[src/tpfc_pkg.sv]
// ----------------------------------------------------------------------------
// tpfc_pkg
// Shared codes, constants and control types of the tilt position controller.
// ----------------------------------------------------------------------------
package tpfc_pkg;

  // request codes
  localparam logic [2:0] REQ_START  = 3'd0;
  localparam logic [2:0] REQ_SAMPLE = 3'd1;
  localparam logic [2:0] REQ_TICK   = 3'd2;
  localparam logic [2:0] REQ_ABORT  = 3'd3;
  localparam logic [2:0] REQ_FAULT  = 3'd4;

  // move phase
  localparam logic [1:0] PH_IDLE     = 2'd0;
  localparam logic [1:0] PH_SAMPLING = 2'd1;
  localparam logic [1:0] PH_DRIVING  = 2'd2;

  // motor command
  localparam logic [1:0] DRV_STOP = 2'd0;
  localparam logic [1:0] DRV_FWD  = 2'd1;
  localparam logic [1:0] DRV_REV  = 2'd2;

  // status codes beyond the plain phase
  localparam logic [2:0] ST_SAMPLING = 3'd1;
  localparam logic [2:0] ST_DRIVING  = 3'd2;
  localparam logic [2:0] ST_REACHED  = 3'd3;
  localparam logic [2:0] ST_TIMEOUT  = 3'd4;
  localparam logic [2:0] ST_ABORTED  = 3'd5;
  localparam logic [2:0] ST_FAULT    = 3'd6;

  // register indexes
  localparam logic [2:0] REG_TOLERANCE = 3'd0;
  localparam logic [2:0] REG_FINE      = 3'd1;
  localparam logic [2:0] REG_MEDIUM    = 3'd2;
  localparam logic [2:0] REG_COARSE    = 3'd3;
  localparam logic [2:0] REG_HOLD      = 3'd4;
  localparam logic [2:0] REG_TIMEOUT   = 3'd5;

  // register reset values
  localparam logic [14:0] TOLERANCE_RST = 15'd51;
  localparam logic [14:0] FINE_RST      = 15'd384;
  localparam logic [14:0] MEDIUM_RST    = 15'd1280;
  localparam logic [14:0] COARSE_RST    = 15'd3840;
  localparam logic [3:0]  HOLD_RST      = 4'd2;
  localparam logic [15:0] TIMEOUT_RST   = 16'd15;

  // duty steps in percent
  localparam logic [6:0] DUTY_FULL = 7'd100;
  localparam logic [6:0] DUTY_HIGH = 7'd70;
  localparam logic [6:0] DUTY_MID  = 7'd30;
  localparam logic [6:0] DUTY_LOW  = 7'd20;
  localparam logic [6:0] DUTY_OFF  = 7'd0;

  // quadratic calibration y = (A*x*x + B*x + C + 2^31) >> 32
  localparam logic signed [14:0] CAL_A     = 15'sd14521;
  localparam logic signed [32:0] CAL_B     = 33'sd3884025255;
  localparam logic signed [51:0] CAL_C     = 52'sd494028936204;
  localparam logic signed [51:0] CAL_ROUND = 52'sd2147483648;

  // controller to datapath commands
  typedef struct packed {
    logic accept;  // handle the accepted word
    logic div;     // average the blend sum
    logic mul1;    // square and linear term
    logic mul2;    // quadratic term
    logic sum;     // add up, round, saturate
    logic eval;    // compare with target, load result
  } cmd_t;

  // datapath to controller status
  typedef struct packed {
    logic need_cal;  // accepted word closes a reading
  } stat_t;

endpackage

[src/tpfc_ctrl.sv]
// ----------------------------------------------------------------------------
// tpfc_ctrl
// Sequencer of the tilt controller: handshakes and calibration steps.
// ----------------------------------------------------------------------------
module tpfc_ctrl (
  input  logic            clk_i,
  input  logic            rst_ni,
  input  logic            in_valid_i,
  output logic            in_stall_o,
  output logic            out_valid_o,
  input  logic            out_stall_i,
  input  tpfc_pkg::stat_t stat_i,
  output tpfc_pkg::cmd_t  cmd_o
);

  typedef enum logic [5:0] {
    S_IDLE = 6'b000001,
    S_DIV  = 6'b000010,
    S_MUL1 = 6'b000100,
    S_MUL2 = 6'b001000,
    S_SUM  = 6'b010000,
    S_EVAL = 6'b100000
  } state_e;

  state_e state_q, state_d;
  logic   out_valid_q, out_valid_d;
  logic   in_acc;

  // take a word only when idle and the result slot frees up
  assign in_stall_o  = (state_q != S_IDLE) || (out_valid_q && out_stall_i);
  assign in_acc      = in_valid_i && !in_stall_o;
  assign out_valid_o = out_valid_q;

  // advance through the calibration steps
  always_comb begin
    state_d = state_q;
    unique case (state_q)
      S_IDLE: begin
        if (in_acc && stat_i.need_cal) state_d = S_DIV;
      end
      S_DIV:  state_d = S_MUL1;
      S_MUL1: state_d = S_MUL2;
      S_MUL2: state_d = S_SUM;
      S_SUM:  state_d = S_EVAL;
      S_EVAL: state_d = S_IDLE;
      default: state_d = S_IDLE;
    endcase
  end

  // drive datapath commands
  always_comb begin
    cmd_o        = '0;
    cmd_o.accept = in_acc;
    cmd_o.div    = (state_q == S_DIV);
    cmd_o.mul1   = (state_q == S_MUL1);
    cmd_o.mul2   = (state_q == S_MUL2);
    cmd_o.sum    = (state_q == S_SUM);
    cmd_o.eval   = (state_q == S_EVAL);
  end

  // hold the result until taken
  always_comb begin
    out_valid_d = out_valid_q;
    if (out_valid_q && !out_stall_i) out_valid_d = 1'b0;
    if ((in_acc && !stat_i.need_cal) || (state_q == S_EVAL)) out_valid_d = 1'b1;
  end

  always_ff @(posedge clk_i or negedge rst_ni) begin
    if (!rst_ni) begin
      state_q     <= S_IDLE;
      out_valid_q <= 1'b0;
    end else begin
      state_q     <= state_d;
      out_valid_q <= out_valid_d;
    end
  end

`ifndef SYNTH
  a_cal_start: assert property (@(posedge clk_i) disable iff (!rst_ni)
    (in_acc && stat_i.need_cal) |=> (state_q == S_DIV))
    else $error("calibration did not start after closing sample");
  a_eval_slot_free: assert property (@(posedge clk_i) disable iff (!rst_ni)
    (state_q == S_EVAL) |-> !out_valid_q)
    else $error("result slot busy when calibrated result loads");
  a_eval_delivers: assert property (@(posedge clk_i) disable iff (!rst_ni)
    (state_q == S_EVAL) |=> out_valid_q)
    else $error("calibrated result not presented");
  a_busy_stalls: assert property (@(posedge clk_i) disable iff (!rst_ni)
    (state_q != S_IDLE) |-> in_stall_o)
    else $error("input taken during calibration");
`endif

endmodule

[src/tpfc_datapath.sv]
// ----------------------------------------------------------------------------
// tpfc_datapath
// Move state, register file, blend and calibration arithmetic, result word.
// ----------------------------------------------------------------------------
module tpfc_datapath #(
  parameter int SAMPLES_PER_READING = 3
) (
  input  logic               clk_i,
  input  logic               rst_ni,
  input  tpfc_pkg::cmd_t     cmd_i,
  output tpfc_pkg::stat_t    stat_o,
  input  logic               cfg_we_i,
  input  logic [2:0]         cfg_index_i,
  input  logic [15:0]        cfg_data_i,
  input  logic [2:0]         req_type_i,
  input  logic signed [15:0] setpoint_i,
  input  logic signed [15:0] roll_i,
  input  logic signed [15:0] stable_roll_i,
  output logic [1:0]         drive_o,
  output logic [6:0]         duty_percent_o,
  output logic [2:0]         status_o,
  output logic signed [15:0] measured_angle_o
);

  localparam int CntW = $clog2(SAMPLES_PER_READING + 1);
  localparam int SumW = 16 + $clog2(SAMPLES_PER_READING);
  // reciprocal of the sample count, exact for sums below 2^SumW
  localparam int DivK = SumW + 3;
  localparam longint DivM =
    ((longint'(1) << DivK) + SAMPLES_PER_READING - 1) / SAMPLES_PER_READING;
  localparam logic [DivK:0]   DivMul  = (DivK + 1)'(DivM);
  localparam logic [SumW-1:0] DivBias = SumW'(SAMPLES_PER_READING * 32768);
  localparam logic [CntW-1:0] CntLast = CntW'(SAMPLES_PER_READING);

  // configuration registers
  logic [14:0] tolerance_q, fine_q, medium_q, coarse_q;
  logic [3:0]  hold_q;
  logic [15:0] timeout_q;

  // move state
  logic [1:0]             phase_q, phase_d;
  logic signed [15:0]     target_q, target_d;
  logic signed [SumW-1:0] sum_q, sum_d;
  logic [CntW-1:0]        cnt_q, cnt_d;
  logic [3:0]             settled_q, settled_d;
  logic [15:0]            elapsed_q, elapsed_d;
  logic signed [15:0]     angle_q, angle_d;
  logic                   abort_q, abort_d;
  logic [1:0]             drv_q, drv_d;
  logic [6:0]             duty_q, duty_d;

  // calibration pipeline
  logic [SumW-1:0]        u_q;
  logic signed [15:0]     x_q;
  logic signed [31:0]     x2_q;
  logic signed [48:0]     bx_q;
  logic signed [46:0]     ax2_q;

  // result word
  logic [1:0]  drive_q;
  logic [6:0]  duty_out_q;
  logic [2:0]  status_q, status_d;
  logic        out_load;

  // blend and accumulate
  logic signed [17:0]     blend_raw;
  logic signed [15:0]     blend;
  logic signed [SumW-1:0] sum_add;
  logic [CntW-1:0]        cnt_inc;
  logic                   closing;

  assign blend_raw = $signed({roll_i[15], roll_i, 1'b0})
                   + $signed({{2{roll_i[15]}}, roll_i})
                   + $signed({{2{stable_roll_i[15]}}, stable_roll_i});
  assign blend     = blend_raw[17:2];
  assign sum_add   = sum_q + SumW'(blend);
  assign cnt_inc   = cnt_q + CntW'(1);
  assign closing   = (req_type_i == tpfc_pkg::REQ_SAMPLE) && (phase_q != tpfc_pkg::PH_IDLE)
                     && (cnt_inc >= CntLast);
  assign stat_o.need_cal = closing;

  // average by reciprocal multiply on the biased sum
  logic [SumW+DivK:0] div_prod;
  logic [15:0]        div_avg;
  assign div_prod = u_q * DivMul;
  assign div_avg  = div_prod[DivK +: 16];

  // add up the calibration terms, round and saturate
  logic signed [51:0] cal_t;
  logic signed [19:0] cal_y;
  logic signed [15:0] cal_sat;
  assign cal_t = 52'(ax2_q) + 52'(bx_q) + tpfc_pkg::CAL_C + tpfc_pkg::CAL_ROUND;
  assign cal_y = cal_t[51:32];
  always_comb begin
    if (cal_y > 20'sd32767)       cal_sat = 16'sh7fff;
    else if (cal_y < -20'sd32768) cal_sat = 16'sh8000;
    else                          cal_sat = cal_y[15:0];
  end

  // error against target
  logic signed [16:0] err;
  logic [16:0]        mag;
  logic [3:0]         settled_inc;
  assign err         = 17'(target_q) - 17'(angle_q);
  assign mag         = err[16] ? 17'(-err) : 17'(err);
  assign settled_inc = (settled_q < 4'd15) ? settled_q + 4'd1 : settled_q;

  // next move state and status
  always_comb begin
    phase_d   = phase_q;
    target_d  = target_q;
    sum_d     = sum_q;
    cnt_d     = cnt_q;
    settled_d = settled_q;
    elapsed_d = elapsed_q;
    angle_d   = angle_q;
    abort_d   = abort_q;
    drv_d     = drv_q;
    duty_d    = duty_q;
    status_d  = {1'b0, phase_q};
    out_load  = 1'b0;

    if (cmd_i.accept) begin
      out_load = !closing;
      unique case (req_type_i)
        tpfc_pkg::REQ_START: begin
          drv_d  = tpfc_pkg::DRV_STOP;
          duty_d = tpfc_pkg::DUTY_OFF;
          if (abort_q) begin
            abort_d  = 1'b0;
            phase_d  = tpfc_pkg::PH_IDLE;
            status_d = tpfc_pkg::ST_ABORTED;
          end else begin
            target_d  = setpoint_i;
            sum_d     = '0;
            cnt_d     = '0;
            settled_d = '0;
            elapsed_d = '0;
            phase_d   = tpfc_pkg::PH_SAMPLING;
            status_d  = tpfc_pkg::ST_SAMPLING;
          end
        end
        tpfc_pkg::REQ_SAMPLE: begin
          if (phase_q != tpfc_pkg::PH_IDLE) begin
            if (closing) begin
              sum_d = '0;
              cnt_d = '0;
            end else begin
              sum_d = sum_add;
              cnt_d = cnt_inc;
            end
          end
        end
        tpfc_pkg::REQ_TICK: begin
          if (phase_q != tpfc_pkg::PH_IDLE && elapsed_q != 16'hffff)
            elapsed_d = elapsed_q + 16'd1;
        end
        tpfc_pkg::REQ_ABORT: begin
          if (phase_q != tpfc_pkg::PH_IDLE) begin
            drv_d    = tpfc_pkg::DRV_STOP;
            duty_d   = tpfc_pkg::DUTY_OFF;
            phase_d  = tpfc_pkg::PH_IDLE;
            status_d = tpfc_pkg::ST_ABORTED;
          end else begin
            abort_d = 1'b1;
          end
        end
        tpfc_pkg::REQ_FAULT: begin
          if (phase_q != tpfc_pkg::PH_IDLE) begin
            drv_d    = tpfc_pkg::DRV_STOP;
            duty_d   = tpfc_pkg::DUTY_OFF;
            phase_d  = tpfc_pkg::PH_IDLE;
            status_d = tpfc_pkg::ST_FAULT;
          end
        end
        default: ;
      endcase
    end

    if (cmd_i.sum) angle_d = cal_sat;

    if (cmd_i.eval) begin
      out_load = 1'b1;
      if (mag <= 17'(tolerance_q)) begin
        settled_d = settled_inc;
        if (settled_inc >= hold_q) begin
          drv_d    = tpfc_pkg::DRV_STOP;
          duty_d   = tpfc_pkg::DUTY_OFF;
          phase_d  = tpfc_pkg::PH_IDLE;
          status_d = tpfc_pkg::ST_REACHED;
        end
      end else begin
        settled_d = '0;
        if (mag > 17'(coarse_q))      duty_d = tpfc_pkg::DUTY_FULL;
        else if (mag > 17'(medium_q)) duty_d = tpfc_pkg::DUTY_HIGH;
        else if (mag > 17'(fine_q))   duty_d = tpfc_pkg::DUTY_MID;
        else                          duty_d = tpfc_pkg::DUTY_LOW;
        drv_d    = (err > 17'sd0) ? tpfc_pkg::DRV_FWD : tpfc_pkg::DRV_REV;
        phase_d  = tpfc_pkg::PH_DRIVING;
        status_d = tpfc_pkg::ST_DRIVING;
        if (elapsed_q >= timeout_q) begin
          drv_d    = tpfc_pkg::DRV_STOP;
          duty_d   = tpfc_pkg::DUTY_OFF;
          phase_d  = tpfc_pkg::PH_IDLE;
          status_d = tpfc_pkg::ST_TIMEOUT;
        end
      end
    end
  end

  // move state registers
  always_ff @(posedge clk_i or negedge rst_ni) begin
    if (!rst_ni) begin
      phase_q   <= tpfc_pkg::PH_IDLE;
      target_q  <= '0;
      sum_q     <= '0;
      cnt_q     <= '0;
      settled_q <= '0;
      elapsed_q <= '0;
      angle_q   <= '0;
      abort_q   <= 1'b0;
      drv_q     <= tpfc_pkg::DRV_STOP;
      duty_q    <= tpfc_pkg::DUTY_OFF;
    end else begin
      phase_q   <= phase_d;
      target_q  <= target_d;
      sum_q     <= sum_d;
      cnt_q     <= cnt_d;
      settled_q <= settled_d;
      elapsed_q <= elapsed_d;
      angle_q   <= angle_d;
      abort_q   <= abort_d;
      drv_q     <= drv_d;
      duty_q    <= duty_d;
    end
  end

  // write configuration registers
  always_ff @(posedge clk_i or negedge rst_ni) begin
    if (!rst_ni) begin
      tolerance_q <= tpfc_pkg::TOLERANCE_RST;
      fine_q      <= tpfc_pkg::FINE_RST;
      medium_q    <= tpfc_pkg::MEDIUM_RST;
      coarse_q    <= tpfc_pkg::COARSE_RST;
      hold_q      <= tpfc_pkg::HOLD_RST;
      timeout_q   <= tpfc_pkg::TIMEOUT_RST;
    end else if (cfg_we_i) begin
      unique case (cfg_index_i)
        tpfc_pkg::REG_TOLERANCE: tolerance_q <= cfg_data_i[14:0];
        tpfc_pkg::REG_FINE:      fine_q      <= cfg_data_i[14:0];
        tpfc_pkg::REG_MEDIUM:    medium_q    <= cfg_data_i[14:0];
        tpfc_pkg::REG_COARSE:    coarse_q    <= cfg_data_i[14:0];
        tpfc_pkg::REG_HOLD:      hold_q      <= cfg_data_i[3:0];
        tpfc_pkg::REG_TIMEOUT:   timeout_q   <= cfg_data_i;
        default: ;
      endcase
    end
  end

  // calibration pipeline, one step per command
  always_ff @(posedge clk_i) begin
    if (cmd_i.accept && closing) u_q <= sum_add + DivBias;
    if (cmd_i.div)  x_q   <= $signed({~div_avg[15], div_avg[14:0]});
    if (cmd_i.mul1) begin
      x2_q <= x_q * x_q;
      bx_q <= tpfc_pkg::CAL_B * x_q;
    end
    if (cmd_i.mul2) ax2_q <= tpfc_pkg::CAL_A * x2_q;
  end

  // result word
  always_ff @(posedge clk_i) begin
    if (out_load) begin
      drive_q    <= drv_d;
      duty_out_q <= duty_d;
      status_q   <= status_d;
    end
  end

  assign drive_o          = drive_q;
  assign duty_percent_o   = duty_out_q;
  assign status_o         = status_q;
  assign measured_angle_o = angle_q;

endmodule

[src/tilt_position_feedback_controller.sv]
// ----------------------------------------------------------------------------
// tilt_position_feedback_controller
// Drives a tilt actuator toward a target angle from averaged, calibrated
// roll readings, with tolerance hold, duty windows, timeout and abort.
//
//   channel | direction | handshake              | payload
//   in      | input     | in_valid_i/in_stall_o  | req_type, setpoint,
//           |           |                        | roll, stable_roll
//   out     | output    | out_valid_o/out_stall_i| drive, duty_percent,
//           |           |                        | status, measured_angle
//   cfg     | input     | cfg_we_i               | cfg_index_i, cfg_data_i
//
// A word that does not close a reading has its result registered, and it shows
// the next cycle. The sample that closes a reading runs average, two multiplier
// steps, sum and compare before its result shows.
// The input is stalled during that calibration and while a result waits.
// Reset clears the move state and loads the register defaults.
// ----------------------------------------------------------------------------
module tilt_position_feedback_controller #(
  parameter int SAMPLES_PER_READING = 3
) (
  input  logic               clk_i,
  input  logic               rst_ni,
  input  logic               cfg_we_i,
  input  logic [2:0]         cfg_index_i,
  input  logic [15:0]        cfg_data_i,
  input  logic               in_valid_i,
  output logic               in_stall_o,
  input  logic [2:0]         req_type_i,
  input  logic signed [15:0] setpoint_i,
  input  logic signed [15:0] roll_i,
  input  logic signed [15:0] stable_roll_i,
  output logic               out_valid_o,
  input  logic               out_stall_i,
  output logic [1:0]         drive_o,
  output logic [6:0]         duty_percent_o,
  output logic [2:0]         status_o,
  output logic signed [15:0] measured_angle_o
);

  tpfc_pkg::cmd_t  cmd;
  tpfc_pkg::stat_t stat;

  // sequencer
  tpfc_ctrl u_ctrl (
    .clk_i       (clk_i),
    .rst_ni      (rst_ni),
    .in_valid_i  (in_valid_i),
    .in_stall_o  (in_stall_o),
    .out_valid_o (out_valid_o),
    .out_stall_i (out_stall_i),
    .stat_i      (stat),
    .cmd_o       (cmd)
  );

  // arithmetic and state
  tpfc_datapath #(
    .SAMPLES_PER_READING (SAMPLES_PER_READING)
  ) u_datapath (
    .clk_i            (clk_i),
    .rst_ni           (rst_ni),
    .cmd_i            (cmd),
    .stat_o           (stat),
    .cfg_we_i         (cfg_we_i),
    .cfg_index_i      (cfg_index_i),
    .cfg_data_i       (cfg_data_i),
    .req_type_i       (req_type_i),
    .setpoint_i       (setpoint_i),
    .roll_i           (roll_i),
    .stable_roll_i    (stable_roll_i),
    .drive_o          (drive_o),
    .duty_percent_o   (duty_percent_o),
    .status_o         (status_o),
    .measured_angle_o (measured_angle_o)
  );

endmodule

[config.mk]
export PLATFORM = sky130hd
export DESIGN_NAME = tilt_position_feedback_controller
export DESIGN_NICKNAME = d
export VERILOG_FILES = /design/src/tpfc_pkg.sv /design/src/tpfc_ctrl.sv /design/src/tpfc_datapath.sv /design/src/tilt_position_feedback_controller.sv
export SDC_FILE = /design/constraint.sdc
export NUM_CORES = 2
export LEC_CHECK = 0
export BUFFER_PORTS_ARGS = -buffer_cell sky130_fd_sc_hd__buf_2
export CAP_MARGIN = 15
export CORE_AREA = 2 2 376 378
export CTS_CLUSTER_DIAMETER = 30
export DETAILED_ROUTE_END_ITERATION = 7
export DIE_AREA = 0 0 378 380
export GPL_TIMING_DRIVEN = 0
export PLACE_DENSITY = 0.48
export SYNTH_ARGS = -nofsm -noshare
export SYNTH_HDL_FRONTEND = slang
export SYNTH_SLANG_ARGS = --single-unit
[constraint.sdc]
create_clock -name clk_i -period 8.55 [get_ports clk_i]
set_input_delay 1.71 -clock clk_i [delete_from_list [all_inputs] [get_ports clk_i]]
set_output_delay 1.71 -clock clk_i [all_outputs]
set_load 0.01 [all_outputs]
Yosys cells after proc, flatten, opt, wreduce, memory -nomap -nowiden:

Cells that the tools add are included.

* flip-flop bits (word level): 345
* bits in latches: 0
* memory bits (writable): 0
* bits in read-only memories: 0
* output and inout port bits: 30
* word-level logic and storage cells: 175
* memories: 0

* add/sub/neg operators: 12
* multiply operators: 4
* divide/modulo/power cells: 0
* $lt $le $gt $ge: 11
* equality and inequality tests: 23
* shifts and indexed selects: 0
* mux-type cells: 63
* bitwise gates (word level): 2
* reductions and logical operators: 34

Operators with widths (count)
* 16-bit 2-to-1 mux: 4
* 7-bit 2-to-1 mux: 8
* 18-bit 2-to-1 mux: 3
* 52-bit by 33-bit adder with 52-bit output (second input constant): 1
* 52-bit by 40-bit adder with 52-bit output (second input constant): 1
* 17-bit by 15-bit greater-than comparator with 1-bit output: 3
* 47-bit by 49-bit adder with 50-bit output: 1
* 33-bit by 16-bit multiplier with 49-bit output (first input constant): 1
* 15-bit by 32-bit multiplier with 47-bit output (first input constant): 1
* 18-bit by 20-bit multiplier with 37-bit output (second input constant): 1
* 18-bit by 16-bit adder with 18-bit output: 2
* 18-bit one-hot mux with 2 select lines: 1
* 16-bit by 16-bit multiplier with 32-bit output: 1
* 2-bit 2-to-1 mux: 16
* 16-bit one-hot mux with 2 select lines: 1
* 6-bit one-hot mux with 5 select lines: 1
* 4-bit 2-to-1 mux: 7
* 3-bit 2-to-1 mux: 8
* 20-bit by 16-bit greater-than comparator with 1-bit output (second input constant): 1
* 20-bit by 16-bit less-than comparator with 1-bit output (second input constant): 1
* 17-bit by 16-bit adder with 18-bit output: 1
* 18-bit by 17-bit adder with 18-bit output (second input constant): 1
* 17-bit by 1-bit greater-than comparator with 1-bit output (second input constant): 1
* 17-bit by 15-bit less-or-equal comparator with 1-bit output: 1
* 39 further kinds: 82

Depth between registers and ports, before layout:

* depth after elaboration: 10
* gate-level depth with buffers: 33
* gate-level depth less buffers: 33

By module:

A second synthesis with hierarchy kept.

* cell total of the unflattened synthesis: 4982
* area, all modules: 49560.0 um2

By module, submodules not included
* tpfc_datapath: times used 1, cells an instance 4949, area an instance 49170.9 um2
* tpfc_ctrl: times used 1, cells an instance 33, area an instance 389.1 um2

Worst setup path before layout:

Ideal clock, no wire load.

* path kind: register to register
* start point: register u_ctrl.state_q[5]
* end point: register u_ctrl.state_q[0]
* arrival time: 7.054 ns
* path slack: 1.379 ns
* stages on the path, launching flop included: 6
* buffers on the path: 0
* path through: dfrtp_1 -> nor2_1 -> nand2_1 -> nor3b_1 -> or4_1 -> nor2_1

* cells in the longest elaborated chain, start to end: 6
* elaborated cells between the ends (all ways): 12
* those cells by class: eq/ne (7); mux (1); reduce/logical (4)

Ends and longest elaborated chain
* from (decl): line tpfc_ctrl.sv:25 `state_e state_q, state_d;`
* from (signal assigned): line tpfc_ctrl.sv:73 `state_q <= state_d;`
* 6-bit by 1-bit != test with 1-bit output: line tpfc_ctrl.sv:30 `assign in_stall_o = (state_q != S_IDLE) || (out_valid_q && out_stall_i);`
* 1-bit logical OR: line tpfc_ctrl.sv:30
* 1-bit zero test: line tpfc_ctrl.sv:31 `assign in_acc = in_valid_i && !in_stall_o;`
* 1-bit logical AND: line tpfc_ctrl.sv:31
* 1-bit logical AND: line tpfc_ctrl.sv:39 `if (in_acc && stat_i.need_cal) state_d = S_DIV;`
* 2-bit by 1-bit != test with 1-bit output (no line)

Several ways; a longest one is shown, not always the timed one.
A chain may end at the register's enable or synchronous reset.

Worst setup path in the final report:

* start point: register u_datapath.x_q[11]
* end point: register u_datapath.x2_q[31], data pin

* cells in the longest elaborated chain, start to end: 1

Ends and longest elaborated chain
* from (decl): line tpfc_datapath.sv:54 `logic signed [15:0] x_q;`
* from (signal assigned): line tpfc_datapath.sv:263 `if (cmd_i.div) x_q <= $signed({~div_avg[15], div_avg[14:0]});`
* 16-bit by 16-bit multiplier with 32-bit output: line tpfc_datapath.sv:265 `x2_q <= x_q * x_q;`
* to (signal assigned): line tpfc_datapath.sv:265
* to (decl): line tpfc_datapath.sv:55 `logic signed [31:0] x2_q;`

No other way between the ends.

==> flow_metrics.tcl <==
set metrics [dict create \
    cts_max_level 3 \
    arrival_ns 8.66 \
    clk_path_buf_depth 3 \
    gp_congestion 0.851 \
    crit_slowest_cell "edfxtp_1" \
    ys.flop_type "edfxtp_1" \
    ant_nets 0 \
    overflow 0 \
    crit_path_end_kind "flop" \
    register_area_um2 9440 \
    clkSlewWorstSetupHoldPaths_ns 0.05 \
    final_common_cell "inv_1" \
    die_h_um 380 \
    fin_total_pwr_mw 7.52 \
    gr-usage-all-layers_pct 17.5 \
    period_share_pct 96.4 \
    start_kind "flop" \
    io-pin-count 105 \
    antenna_found_initial 4 \
    cp_max_fo 8 \
    postRouteWirelength_mm 121 \
    rsz0062_at_grt "yes" \
    grt_pass1_vias 35500 \
    fin_nets 6537 \
    die_x_um 378 \
    most-common-layout-cells "998 x inv_1, 777 x ha_1, 677 x fa_1" \
    cts_root_buffer "clkbuf_16" \
    grt_pass1_wl_mm 197 \
    yosysUniqueCellTypes 88 \
    grt_start_max_net_pins 101 \
    die_area_um2 144000 \
    required_ns 8.96 \
    pre_cts_slack_ns -0.517 \
    drt-vias-per-instance 4.75 \
    drive_above_1_share_pct 8.59 \
    ys_ff_latch 342 \
    drv_slew 0 \
    ir_drop_v 0.000187 \
    hp-class "flop to flop" \
    dp_hpwl_mm 102 \
    slew_headroom_pct 23.0 \
    clock_latency_ns 0.69 \
    outcome "finished, final reports clean" \
    n_fill_cell 13900 \
    cp_common_cell "fa_1" \
    num_vias 33100 \
    rows 137 \
    netlist_top_cells_area "fa_1 28%, ha_1 20%, edfxtp_1 11%" \
    drc 0 \
    async_flop_share_pct 50.0 \
    finalCriticalPeriod_ns 8.25 \
    pwr_density_cell_nw_per_um2 137 \
    syn_area_um2 48500 \
    ys_warn_count 0 \
    worst_slew_pin_slew_ns 1.15 \
    drt-initial-drc-count 1618 \
    syn_inst 4768 \
    syn-num-nets 6297 \
    synth_top_area_share_pct 28.0 \
    area_growth_pct 13.6 \
    p_leak_nw 27.1 \
    numPortBuffers 103 \
    postSynthAreaPerCell_um2 10.2 \
    crit_buf_inv 4 \
    cap_violations 0 \
    fmax_mhz 121 \
    finalHoldViolCount 0 \
    firstDrtPassIters 5 \
    fp.coreArea_um2 139000 \
    synth-edff-count 171 \
    cp_top_family "adder cells" \
    wl_per_cell_um 17.3 \
    clock-sinks 342 \
    fin_setup_tns_ns 0 \
    initial_core_util_pct 34.8 \
    setup_viol 0 \
    synth_top_area_cell "fa_1" \
    worstSetupPathType "flop to flop" \
    skew_ns 0.0610 \
    numCtsBuffers 94 \
    final_util_pct 39.6 \
    slowest_delay_ns 0.61 \
    path_cells "clkbuf_1 -> clkinv_2 -> nor2_1 -> fa_1 -> fa_1 -> inv_1 -> fa_1 -> fa_1 -> fa_1 -> inv_1 -> fa_1 -> ha_1 -> or3_1 -> o221ai_1 -> o21ai_1 -> o41a_1 -> a41oi_1 -> a21oi_1 -> a211oi_1 -> a21oi_1 -> xnor2_1" \
    yosysSeqAreaShare_pct 19.5 \
    cts_tree "done" \
    multiInputGateArea_um2 35000 \
    post-route-worst-setup-slack_ns 0.304 \
]
[sequential cells by signal, indices dropped and copies added (netlist names), 3 cells and up]
name and count:
u_datapath.fine_q 15, u_datapath.duty_percent_o 7, u_datapath.sum_q 18, u_datapath.ax2_q 46, u_datapath.bx_q 49, u_datapath.medium_q 15, u_datapath.status_o 3, u_datapath.u_q 18
u_datapath.timeout_q 16, u_datapath.x2_q 30, u_ctrl.state_q 6, u_datapath.target_q 16, u_datapath.x_q 16, u_datapath.measured_angle_o 16, u_datapath.settled_q 4, u_datapath.hold_q 4
u_datapath.duty_q 7, u_datapath.coarse_q 15, u_datapath.elapsed_q 16, u_datapath.tolerance_q 15
[final timing paths]
check                                    start                      end  slack (ns)  cells past startpoint
min reg2reg                u_datapath.cnt_q[0]      u_datapath.cnt_q[0]        0.49                      1
max                         u_datapath.x_q[11]      u_datapath.x2_q[31]        0.30                     21
min                        u_datapath.cnt_q[0]      u_datapath.cnt_q[0]        0.49                      1
max reg2reg                 u_datapath.x_q[11]      u_datapath.x2_q[31]        0.30                     21
max in group asynchronous               rst_ni  u_datapath.elapsed_q[8]        6.57                      2
min in group asynchronous               rst_ni   u_datapath.coarse_q[1]        1.00                      1
[cells in the mapped netlist, types with 13 or more instances]
library cell,number
nand2b_1,41
nor2b_1,36
nand4_1,34
inv_1,998
a31oi_1,17
a21o_1,81
xor2_1,68
nand2_1,267
nor2_1,225
a211oi_1,24
and3_1,25
xnor2_1,172
or3_1,29
fa_1,677
dfstp_2,18
nor3b_1,13
a21oi_1,194
a22oi_1,18
edfxtp_1,171
a21boi_0,16
o211ai_1,16
o31ai_1,13
o21a_1,52
nand3_1,65
and2_1,29
ha_1,777
or2_2,20
nor3_1,55
mux2_2,54
a22o_1,19
dfrtp_1,153
o21ai_0,158
o21bai_1,30
clkbuf_1,54
[what timing repair did]
| item | CTS | global route |
|---|---|---|
| resized for setup | 8 | 6 |
| setup buffers | 11 | 16 |
| endpoints found under the setup margin | 14 | 24 |
| pin swaps | 0 | 0 |
| hold buffers | 0 | 0 |
[worst register-to-register path, cell delays in order, from the launching register on]
cell	delay [ns]
edfxtp_1	0.61
clkbuf_1	0.49
clkinv_2	0.36
nor2_1	0.36
fa_1	0.48
fa_1	0.56
inv_1	0.05
fa_1	0.52
fa_1	0.45
fa_1	0.54
inv_1	0.05
fa_1	0.48
ha_1	0.26
or3_1	0.36
o221ai_1	0.26
o21ai_1	0.23
o41a_1	0.42
a41oi_1	0.33
a21oi_1	0.16
a211oi_1	0.41
a21oi_1	0.21
xnor2_1	0.38
[power by group]
group	switching, mW	internal (mW)	leakage, nW
Clock	1.16	2.41	1.55
Combinational	1.20	0.822	21.8
Sequential	0.0581	1.87	3.72
Total	2.41	5.11	27.1
[stage by stage]
step           cells  hold slack [ns]  cell area [um^2]
2_1_floorplan   4768            0.454             48500
3_3_place_gp    6747            0.468             51300
3_5_place_dp    6762            0.483             51500
4_1_cts         6948            0.493             54900
5_1_grt         6964            0.500             55000
6_report        6966            0.487             55100
[layout make-up]
cell class / instances / share of cell area [%]
inverter: 1002 / 6.84
tap: 1876 / 4.26
timing repair buffer: 145 / 1.72
clock buffer: 116 / 4.53
antenna: 2 / 0.00909
multi-input combinational: 3361 / 63.6
buffer: 62 / 0.475
clock inverter: 60 / 1.42
sequential: 342 / 17.1
[per-layer routing]
metal	track usage (%)	part of all wire, %
met2	29.2	48
met5	0	0
met3	1.93	2.7
met1	24.2	48
met4	4.08	1.9
[cells by family (layout without fill, tap and decap cells)]
group / count (synthesis) / after routing / synth area share, %
flops: 342 / 342 / 19.5
other cells: 1 / 3 / 0.00774
xor+xnor: 240 / 240 / 4.34
fa+ha+maj: 1454 / 1454 / 48.0
simple gates: 876 / 876 / 8.69
buf+inv: 1065 / 1385 / 8.29
mux: 61 / 61 / 1.40
compound gates: 729 / 729 / 9.76
Power figures use the tool's default switching activity.
